--- src/rtl/ple_pkg.sv ---
// ----------------------------------------------------------------------------
// ple_pkg
// Shared widths, command and status codes, and the per-cycle control
// bundle that the list controller broadcasts to the cell chain.
// ----------------------------------------------------------------------------
package ple_pkg;

	localparam int POS_W  = 10;
	localparam int DATA_W = 32;

	typedef enum logic [1:0] {
		CMD_GET    = 2'd0,
		CMD_INSERT = 2'd1,
		CMD_DELETE = 2'd2,
		CMD_CLEAR  = 2'd3
	} cmd_t;

	typedef enum logic [1:0] {
		ST_OK     = 2'd0,
		ST_BADPOS = 2'd1,
		ST_FULL   = 2'd2
	} status_t;

	// Broadcast to every cell in the chain each cycle
	typedef struct packed {
		logic              ins;   // insert shift enable
		logic              del;   // delete shift enable
		logic [POS_W-1:0]  pidx;  // 0-based target slot
		logic [DATA_W-1:0] val;   // word to insert
	} cell_ctrl_t;

endpackage

--- src/rtl/ple_if.sv ---
// ----------------------------------------------------------------------------
// ple_if
// Valid/ready channels for list commands and list results.
// ----------------------------------------------------------------------------
interface ple_cmd_if;
	logic                     valid;
	logic                     ready;
	logic [1:0]               cmd;
	logic [9:0]               position;
	logic signed [31:0]       value_in;

	modport source (output valid, cmd, position, value_in, input ready);
	modport sink   (input valid, cmd, position, value_in, output ready);
endinterface

interface ple_rsp_if;
	logic                     valid;
	logic                     ready;
	logic [1:0]               status;
	logic signed [31:0]       value_out;
	logic [9:0]               length;

	modport source (output valid, status, value_out, length, input ready);
	modport sink   (input valid, status, value_out, length, output ready);
endinterface

--- src/rtl/positional_list_engine_core.sv ---
// ----------------------------------------------------------------------------
// positional_list_engine_core
// Bounded ordered list of signed words with get/insert/delete/clear.
// ----------------------------------------------------------------------------
// Every cell of the chain shifts in parallel in the cycle a command is
// accepted, and the result is registered and shown the next cycle. One
// command is accepted per cycle as long as the result side takes each
// item; a held result blocks new commands until it is taken. Positions
// are 1-based; get and delete accept 1..length, insert accepts
// 1..length+1. An insert at a valid position into a full list reports
// full and leaves the list unchanged. Words stored at reset are undefined;
// only written slots are ever read.
module positional_list_engine_core
	import ple_pkg::*;
#(
	parameter int DEPTH = 16
) (
	input  logic clk,
	input  logic arst_n,
	ple_cmd_if.sink   req,
	ple_rsp_if.source rsp
);

	localparam int CNT_W = $clog2(DEPTH + 1);

	logic              accept;
	cmd_t              cmd;
	logic [POS_W-1:0]  cnt_ext;
	logic              pos_zero;
	logic              bad_rd;
	logic              bad_ins;
	logic              full;
	cell_ctrl_t        ctrl;
	logic [DATA_W-1:0] rd_data;

	logic [CNT_W-1:0]  count_q;
	logic [CNT_W-1:0]  count_d;
	logic              out_valid_q;
	status_t           status_q;
	status_t           status_d;
	logic [DATA_W-1:0] value_q;
	logic [DATA_W-1:0] value_d;

	assign req.ready = !out_valid_q || rsp.ready;
	assign accept    = req.valid && req.ready;
	assign cmd       = cmd_t'(req.cmd);

	// Position checks
	assign cnt_ext  = POS_W'(count_q);
	assign pos_zero = (req.position == '0);
	assign bad_rd   = pos_zero || (req.position > cnt_ext);
	assign bad_ins  = pos_zero ||
		({1'b0, req.position} > ({1'b0, cnt_ext} + (POS_W+1)'(1)));
	assign full     = (count_q == CNT_W'(DEPTH));

	// Chain control
	always_comb begin
		ctrl.ins  = accept && (cmd == CMD_INSERT) && !bad_ins && !full;
		ctrl.del  = accept && (cmd == CMD_DELETE) && !bad_rd;
		ctrl.pidx = req.position - POS_W'(1);
		ctrl.val  = req.value_in;
	end

	ple_chain #(.DEPTH(DEPTH)) u_chain (
		.clk     (clk),
		.ctrl    (ctrl),
		.rd_data (rd_data)
	);

	// Result and next length
	always_comb begin
		status_d = ST_OK;
		value_d  = '0;
		count_d  = count_q;
		unique case (cmd)
			CMD_GET: begin
				if (bad_rd)
					status_d = ST_BADPOS;
				else
					value_d = rd_data;
			end
			CMD_INSERT: begin
				if (bad_ins)
					status_d = ST_BADPOS;
				else if (full)
					status_d = ST_FULL;
				else
					count_d = count_q + CNT_W'(1);
			end
			CMD_DELETE: begin
				if (bad_rd) begin
					status_d = ST_BADPOS;
				end else begin
					value_d = rd_data;
					count_d = count_q - CNT_W'(1);
				end
			end
			CMD_CLEAR: begin
				count_d = '0;
			end
			default: begin
				count_d = count_q;
			end
		endcase
	end

	// Control state
	always_ff @(posedge clk or negedge arst_n) begin
		if (!arst_n) begin
			count_q     <= '0;
			out_valid_q <= 1'b0;
		end else begin
			if (accept)
				count_q <= count_d;
			if (accept)
				out_valid_q <= 1'b1;
			else if (rsp.ready)
				out_valid_q <= 1'b0;
		end
	end

	// Result payload
	always_ff @(posedge clk) begin
		if (accept) begin
			status_q <= status_d;
			value_q  <= value_d;
		end
	end

	assign rsp.valid     = out_valid_q;
	assign rsp.status    = status_q;
	assign rsp.value_out = value_q;
	assign rsp.length    = POS_W'(count_q);

endmodule

--- src/rtl/ple_cell.sv ---
// ----------------------------------------------------------------------------
// ple_cell
// One list slot. Loads the inserted word, takes its left neighbor on an
// insert shift or its right neighbor on a delete shift, else holds.
// ----------------------------------------------------------------------------
module ple_cell
	import ple_pkg::*;
#(
	parameter int IDX = 0
) (
	input  logic              clk,
	input  cell_ctrl_t        ctrl,
	input  logic [DATA_W-1:0] left,
	input  logic [DATA_W-1:0] right,
	output logic [DATA_W-1:0] data,
	output logic [DATA_W-1:0] rd
);

	localparam logic [POS_W-1:0] IDX_V = POS_W'(IDX);

	logic              here;
	logic              after;
	logic [DATA_W-1:0] word_q;

	assign here  = (IDX_V == ctrl.pidx);
	assign after = (IDX_V > ctrl.pidx);

	// Slot update
	always_ff @(posedge clk) begin
		if (ctrl.ins) begin
			if (here)
				word_q <= ctrl.val;
			else if (after)
				word_q <= left;
		end else if (ctrl.del) begin
			if (here || after)
				word_q <= right;
		end
	end

	assign data = word_q;
	// Masked read; OR-combined across the chain
	assign rd = here ? word_q : '0;

endmodule

--- src/rtl/ple_chain.sv ---
// ----------------------------------------------------------------------------
// ple_chain
// Row of DEPTH cells wired to their neighbors, plus the read combine.
// ----------------------------------------------------------------------------
module ple_chain
	import ple_pkg::*;
#(
	parameter int DEPTH = 16
) (
	input  logic              clk,
	input  cell_ctrl_t        ctrl,
	output logic [DATA_W-1:0] rd_data
);

	logic [DATA_W-1:0] word [DEPTH];
	logic [DATA_W-1:0] rd   [DEPTH];

	for (genvar i = 0; i < DEPTH; i++) begin : g_cell
		logic [DATA_W-1:0] left_w;
		logic [DATA_W-1:0] right_w;

		if (i == 0) begin : g_first
			assign left_w = '0;
		end else begin : g_mid_l
			assign left_w = word[i-1];
		end
		if (i == DEPTH - 1) begin : g_last
			assign right_w = word[i];
		end else begin : g_mid_r
			assign right_w = word[i+1];
		end

		ple_cell #(.IDX(i)) u_cell (
			.clk   (clk),
			.ctrl  (ctrl),
			.left  (left_w),
			.right (right_w),
			.data  (word[i]),
			.rd    (rd[i])
		);
	end

	// At most one cell matches the target slot
	always_comb begin
		rd_data = '0;
		for (int i = 0; i < DEPTH; i++)
			rd_data = rd_data | rd[i];
	end

endmodule

--- src/flat_wrapper.sv ---
// flat-port wrapper written by rule: the top's interface ports become plain ports
module positional_list_engine_core_flat import ple_pkg::*;
#(
	parameter int DEPTH = 16
)
  (clk, arst_n, req_valid, req_cmd, req_position, req_value_in, req_ready, rsp_valid, rsp_status, rsp_value_out, rsp_length, rsp_ready);
  ple_cmd_if req_i ();
  ple_rsp_if rsp_i ();
  input  logic clk;
  input  logic arst_n;
  input wire logic [$bits(req_i.valid)-1:0] req_valid;
  input wire logic [$bits(req_i.cmd)-1:0] req_cmd;
  input wire logic [$bits(req_i.position)-1:0] req_position;
  input wire logic [$bits(req_i.value_in)-1:0] req_value_in;
  output wire logic [$bits(req_i.ready)-1:0] req_ready;
  output wire logic [$bits(rsp_i.valid)-1:0] rsp_valid;
  output wire logic [$bits(rsp_i.status)-1:0] rsp_status;
  output wire logic [$bits(rsp_i.value_out)-1:0] rsp_value_out;
  output wire logic [$bits(rsp_i.length)-1:0] rsp_length;
  input wire logic [$bits(rsp_i.ready)-1:0] rsp_ready;
  assign req_i.valid = req_valid;
  assign req_i.cmd = req_cmd;
  assign req_i.position = req_position;
  assign req_i.value_in = req_value_in;
  assign req_ready = req_i.ready;
  assign rsp_valid = rsp_i.valid;
  assign rsp_status = rsp_i.status;
  assign rsp_value_out = rsp_i.value_out;
  assign rsp_length = rsp_i.length;
  assign rsp_i.ready = rsp_ready;
  positional_list_engine_core #(.DEPTH(DEPTH)) u_core (.clk(clk), .arst_n(arst_n), .req(req_i), .rsp(rsp_i));
endmodule
--- config.mk ---
export PLATFORM = sky130hd
export DESIGN_NAME = positional_list_engine_core_flat
export DESIGN_NICKNAME = d
export VERILOG_FILES = /design/src/rtl/ple_pkg.sv /design/src/rtl/ple_if.sv /design/src/rtl/positional_list_engine_core.sv /design/src/rtl/ple_cell.sv /design/src/rtl/ple_chain.sv /design/src/flat_wrapper.sv
export SDC_FILE = /design/constraint.sdc
export NUM_CORES = 1
export LEC_CHECK = 0
export ABC_AREA = 1
export BUFFER_PORTS_ARGS = -buffer_cell sky130_fd_sc_hd__buf_2
export CAP_MARGIN = 0
export CORE_ASPECT_RATIO = 0.6
export CORE_MARGIN = 2
export CORE_UTILIZATION = 65
export CTS_CLUSTER_DIAMETER = 60
export DETAILED_ROUTE_END_ITERATION = 7
export GPL_TIMING_DRIVEN = 0
export PLACE_DENSITY_LB_ADDON = 0.05
export SLEW_MARGIN = 10
export SYNTH_ARGS = -nofsm -noshare
export SYNTH_HDL_FRONTEND = slang
export SYNTH_HIERARCHICAL = 1
export SYNTH_SLANG_ARGS = --single-unit
--- constraint.sdc ---
create_clock -name clk -period 7.35 [get_ports clk]
set_input_delay 1.47 -clock clk [delete_from_list [all_inputs] [get_ports clk]]
set_output_delay 1.47 -clock clk [all_outputs]
set_load 0.02 [all_outputs]
== Yosys cells after proc, flatten, opt, wreduce, memory -nomap -nowiden ==
Index checks and enable logic that the tools add are counted.
Widths: inputs -> output; s select.

* Bits in registers: 552
* Input port bits: 48
* Output and inout bits: 46
* Logic and storage cells: 267

* Add/sub/neg operators: 4
* $lt $le $gt $ge: 18
* Equality and inequality tests: 37
* Multiplexer cells: 103
* Bitwise operators: 16
* Reductions and logical operators: 69

{| class="wikitable"
|+ Operators by type and width
! operator !! count
|-
| $mux 32 || 93
|-
| $or 32x32->32 || 15
|-
| $eq 4x10->1 const A || 8
|-
| $gt 4x10->1 const A || 8
|-
| $ne 3x3->1 const B || 15
|-
| $reduce_and 3->1 || 15
|-
| $eq 3x10->1 const A || 4
|-
| $gt 3x10->1 const A || 4
|-
| $reduce_bool 2->1 || 18
|-
| $eq 2x10->1 const A || 2
|-
| $gt 1x10->1 const A || 2
|-
| $gt 2x10->1 const A || 2
|-
| $logic_not 10->1 || 2
|-
| $logic_or 1x1->1 || 18
|-
| $mux 5 || 3
|-
| $pmux 5 s3 || 1
|-
| $gt 10x11->1 || 1
|-
| $eq 1x10->1 const A || 1
|-
| $gt 10x5->1 || 1
|-
| $sub 10x1->10 const B || 1
|-
| $add 5x1->6 const B || 1
|-
| $logic_and 1x1->1 || 6
|-
| $ne 2x2->1 const B || 3
|-
| $add 5x1->5 const B || 1
|-
| other kinds (14) || 22
|}

== Longest topological paths before layout ==
* Word-level depth: 18
* Mapped depth: 18
* Depth with buffers taken out: 17

== Cells and area by module ==
Netlist, hierarchy kept.

{| class="wikitable"
|+ By module, submodules not included
! module !! times used !! cells an instance !! area each (sq um)
|-
| ple_cell at u_core.u_chain.g_cell[12].u_cell || 1 || 358 || 2763.9
|-
| ple_cell at u_core.u_chain.g_cell[14].u_cell || 1 || 361 || 2518.7
|-
| ple_cell at u_core.u_chain.g_cell[9].u_cell || 1 || 367 || 2504.9
|-
| positional_list_engine_core || 1 || 275 || 2504.9
|-
| ple_cell at u_core.u_chain.g_cell[13].u_cell || 1 || 331 || 2501.1
|-
| ple_cell at u_core.u_chain.g_cell[4].u_cell || 1 || 367 || 2499.9
|-
| ple_cell at u_core.u_chain.g_cell[8].u_cell || 1 || 363 || 2483.6
|-
| ple_cell at u_core.u_chain.g_cell[7].u_cell || 1 || 358 || 2424.8
|-
| ple_cell at u_core.u_chain.g_cell[5].u_cell || 1 || 325 || 2389.8
|-
| ple_cell at u_core.u_chain.g_cell[0].u_cell || 1 || 325 || 2379.8
|-
| ple_cell at u_core.u_chain.g_cell[11].u_cell || 1 || 327 || 2373.5
|-
| ple_cell at u_core.u_chain.g_cell[15].u_cell || 1 || 327 || 2349.8
|-
| ple_cell at u_core.u_chain.g_cell[10].u_cell || 1 || 358 || 2328.5
|-
| ple_cell at u_core.u_chain.g_cell[2].u_cell || 1 || 353 || 2322.2
|-
| 4 more rows || - || - || -
|}

== Worst setup path before layout ==
Ideal clock, no wire load.

* Kind: input port to flip-flop
* Start: input port req_position[0]
* End: register u_core.u_chain.g_cell[1].u_cell.word_q[0], enable pin
* Setup time: 0.501 ns
* Data arrival time: 7.312 ns
* Path slack: -0.464 ns
* Stages on the path: 9
* Path buffers: 0
* Path through: inv_1 -> ha_1 -> nor2_1 -> nand3_1 -> nand2_2 -> nand2_4 -> nor4_1 -> nor2_1 -> nor4_1

{| class="wikitable"
|+ RTL lines
! element !! line !! text
|-
| start: declaration || flat_wrapper.sv:13 || <nowiki>input wire logic [$bits(req_i.position)-1:0] req_position;</nowiki>
|-
| end signal: assignment || ple_cell.sv:32 || <nowiki>word_q <= ctrl.val;</nowiki>
|-
| end signal: assignment || ple_cell.sv:34 || <nowiki>word_q <= left;</nowiki>
|-
| end signal: assignment || ple_cell.sv:37 || <nowiki>word_q <= right;</nowiki>
|-
| end: declaration || ple_cell.sv:23 || <nowiki>logic [DATA_W-1:0] word_q;</nowiki>
|}

==> results.md <==
* Clk network pwr share at 42.4%
* Post-CTS resize count at 0
* RR Endpoint: u_core/u_chain/g_cell[1].u_cell/data[15]
* Largest net degree at the start of global routing at 33
* Clock Latency Late Sink at 0.66 ns
* Post-CTS Setup Bufs at 0
* Min Clock Period, post-route at 5.66 ns
* Post-route setup TNS at 0 ns
* Placed Cells at 7,395
* Worst R2R Start: u_core/count_q[0]
* Initial antenna violation count at 1
* Post-route ant nets at 0
* P_int at 5.33 mW
* Reg clk slew, reported paths at 0.06 ns
* Ys Warns at 6
* Finished Core Util at 71.8%
* GPL Wtd Cong at 0.948
* Ys flop type: edfxtp_1
* Worst IR Drop VDD at 0.191 mV
* CTS tree: built
* Cell taking the most area after synthesis: edfxtp_1
* Mean Syn Cell Area at 6.79 um^2
* Least-Margin Pin Slew at 1.25 ns
* Nets at 6,619
* Ranking of synthesized cells by area: edfxtp_1 (38%), nand2_1 (14%), inv_1 (13%)
* Slew Limit Fails at 0
* Worst Path Arrival at 6.05 ns
* Worst Path Max Fanout at 32
* Hold crit path type: flop to flop
* Flop pwr share at 48.4%
* Sequential fraction of the synthesis area at 38.4%
* Synth Register Bits at 552
* Via Count at 41,100
* Port-buffer cells at 88
* Yosys top cell area share at 38.1%
* Psw at 1.83 mW
* Crit share post-route at 77.0%
* Routed WL at 128,000 um
* First drt pass iteration count at 6
* GRT Total Usage at 36.7%
* Starting DRT DRC Count at 5,476
* Leakage power at 25.5 nW
* PD cells at 151 mW/mm^2
* # DRC at 0
* Wire per inst at 17.0 um
* Post-synth ARST share at 1.09%
* Final hold vios at 0
* Number of global-route vias before repair at 36,600
* Die area at 0.0683 mm^2
* R2R cell count at 14
* Critical Path Start: req_position[0]
* Outcome: finished, final reports clean
* Fin cells at 7,496
* Hold buffers post-CTS at 0
* RSZ-0062 raised after global routing: false
* Row count at 73
* Worst slack, placed at 1.28 ns
* Crit. End Element: flop
* Syn Inst Count at 6,335
* Worst hold stages at 2
* H-tree depth at 2
* GR Overflow Total at 0
* Share of layout cells above drive strength 1 at 12.2%
* Clock sinks at 552
* Distinct cells, synth at 51
* R2R Setup Slk at 2.75 ns
* First-pass GRT wire length at 199,000 um
* Fmax at 177 MHz
* Root Driver: clkbuf_16
* Clk_skew at 0.0210 ns
* Final Cell Area at 0.0473 mm^2
* Area Growth Syn to Fin at 9.91%
* Max cap viols at 0
* Initial core utilization at 65.3%
* Max-slew headroom at 16.4%
* Num CTS Buffers at 56
* Core ar. at 0.0659 mm^2
* Setup Crit Path Kind: input port to flop
* Startpoint Class: input port
* Die W at 336 um
* Die Height at 203 um
* Placement Cell Area at 0.0455 mm^2
* Critical Path RT at 7.74 ns
* Num ports at 94
* EDFF count, synth at 546
* Sw Ratio at 25.6%
* Post-DP HPWL at 101,000 um
* Synth Cell Area at 0.0430 mm^2
* Combinational fraction of design power at 9.1%
* Vias per Instance at 5.48
* Worst Slack Setup Final at 1.69 ns
* CTS max path bufs at 3
* Setup crit end: u_core/rsp.value_out[26]
* Diodes inserted at 0
* Final setup fails at 0
flip-flops by register name, summed over array words and instances, names as in the netlist:
name / cells
u_core/u_chain/g_cell.u_cell/data: 512
u_core/rsp.value_out: 32
u_core/count_q: 5
u_core/rsp.status: 2
u_core/rsp.valid: 1
cell type report:
class	count	area, um^2
multi-input combinational	3974	18900
fill	5583	18600
sequential	552	16500
inverter	1515	5690
buffer	329	2250
clock buffer	69	1490
tap	900	1130
timing repair buffer	125	955
clock inverter	32	352
logic make-up (layout without fill, tap and decap cells):
| kind of cell | after synthesis | after routing | synth area share [%] |
|---|---|---|---|
| other cells | 2 | 37 | 0.0175 |
| compound gates | 186 | 186 | 3.17 |
| simple gates | 3723 | 3723 | 39.2 |
| xor+xnor | 10 | 10 | 0.204 |
| fa+ha+maj | 18 | 18 | 0.541 |
| flops | 552 | 552 | 38.4 |
| buf+inv | 1844 | 2070 | 18.5 |
metal layers:
| layer | track usage [%] | routed length, um | up-vias |
|---|---|---|---|
| met4 | 8.66 | 2500 | 0 |
| met3 | 9.77 | 17900 | 177 |
| met2 | 50.7 | 50500 | 2250 |
| met5 | 0 | 0 | - |
| met1 | 56.6 | 56600 | 19100 |
| li1 | - | - | 19600 |
synth_stat cells, types with 20 or more instances:
cell	instances
nand2_1	1646
inv_1	1487
nand3_1	962
nor2_1	742
edfxtp_1	546
nor2_2	178
o21bai_1	162
buf_2	98
clkbuf_1	85
buf_6	80
nor2_4	53
nand4_1	40
buf_4	31
nand3_2	26
inv_2	25
nand2_2	20
power by group through the flow:
stage	Combinational (mW)	Clock (mW)	Sequential (mW)
after global placement	0.599	0	3.53
after floorplan	0.387	0	3.55
after CTS	0.639	3.05	3.47
final	0.654	3.04	3.47
after global routing	0.719	3.16	3.47
after detailed placement	0.636	0	3.53
stage by stage:
stage          power, mW  hold slack, ns
2_1_floorplan       3.94           0.537
6_report            7.16           0.520
3_3_place_gp        4.13           0.503
3_5_place_dp        4.17           0.506
4_1_cts             7.15           0.524
5_1_grt             7.35           0.587
worst max-delay path, stage by stage:
cell and delay, ns:
buf_2 0.11, inv_2 0.62, ha_1 0.40, nand2_1 0.16, nor4_4 0.38, nand3_1 0.22, xor2_2 0.44, buf_6 0.26
nor2_1 0.06, nand2_1 0.35, inv_2 0.24, nand2_4 0.23, buf_6 0.18, nor2_1 0.06, nor2_1 0.13, nand2_1 0.10
nor2_1 0.22, nand2_1 0.08, inv_1 0.23, nor2_2 0.07
placed cells by master (no fill, tap or decap), drive strengths merged, types with 2 or more instances in the layout:
master / synthesis / final
edfxtp: 546 / 546
nand4: 42 / 42
buf: 238 / 363
nand2: 1682 / 1682
clkinv: 1 / 24
xnor2: 2 / 2
a211oi: 3 / 3
nand3: 995 / 995
o211ai: 2 / 2
dfrtp: 6 / 6
bufinv: 0 / 8
conb: 2 / 37
or2: 4 / 4
inv: 1514 / 1514
o22ai: 2 / 2
nor4: 5 / 5
clkbuf: 91 / 160
o21bai: 162 / 162
ha: 17 / 17
nor3: 9 / 9
a21oi: 9 / 9
o21ai: 5 / 5
nor2: 984 / 984
xor2: 8 / 8
how the worst min path moves through the flow:
stage	from	endpoint
after detailed placement	u_core/rsp.valid	u_core/rsp.valid
after global routing	u_core/rsp.valid	u_core/rsp.valid
after CTS	u_core/rsp.valid	u_core/rsp.valid
final	u_core/rsp.valid	u_core/rsp.valid
after global placement	u_core/rsp.valid	u_core/rsp.valid
after floorplan	u_core/u_chain/g_cell[4].u_cell/data[0]	u_core/u_chain/g_cell[3].u_cell/data[0]
Note: power is estimated with default switching activity, not from simulation.
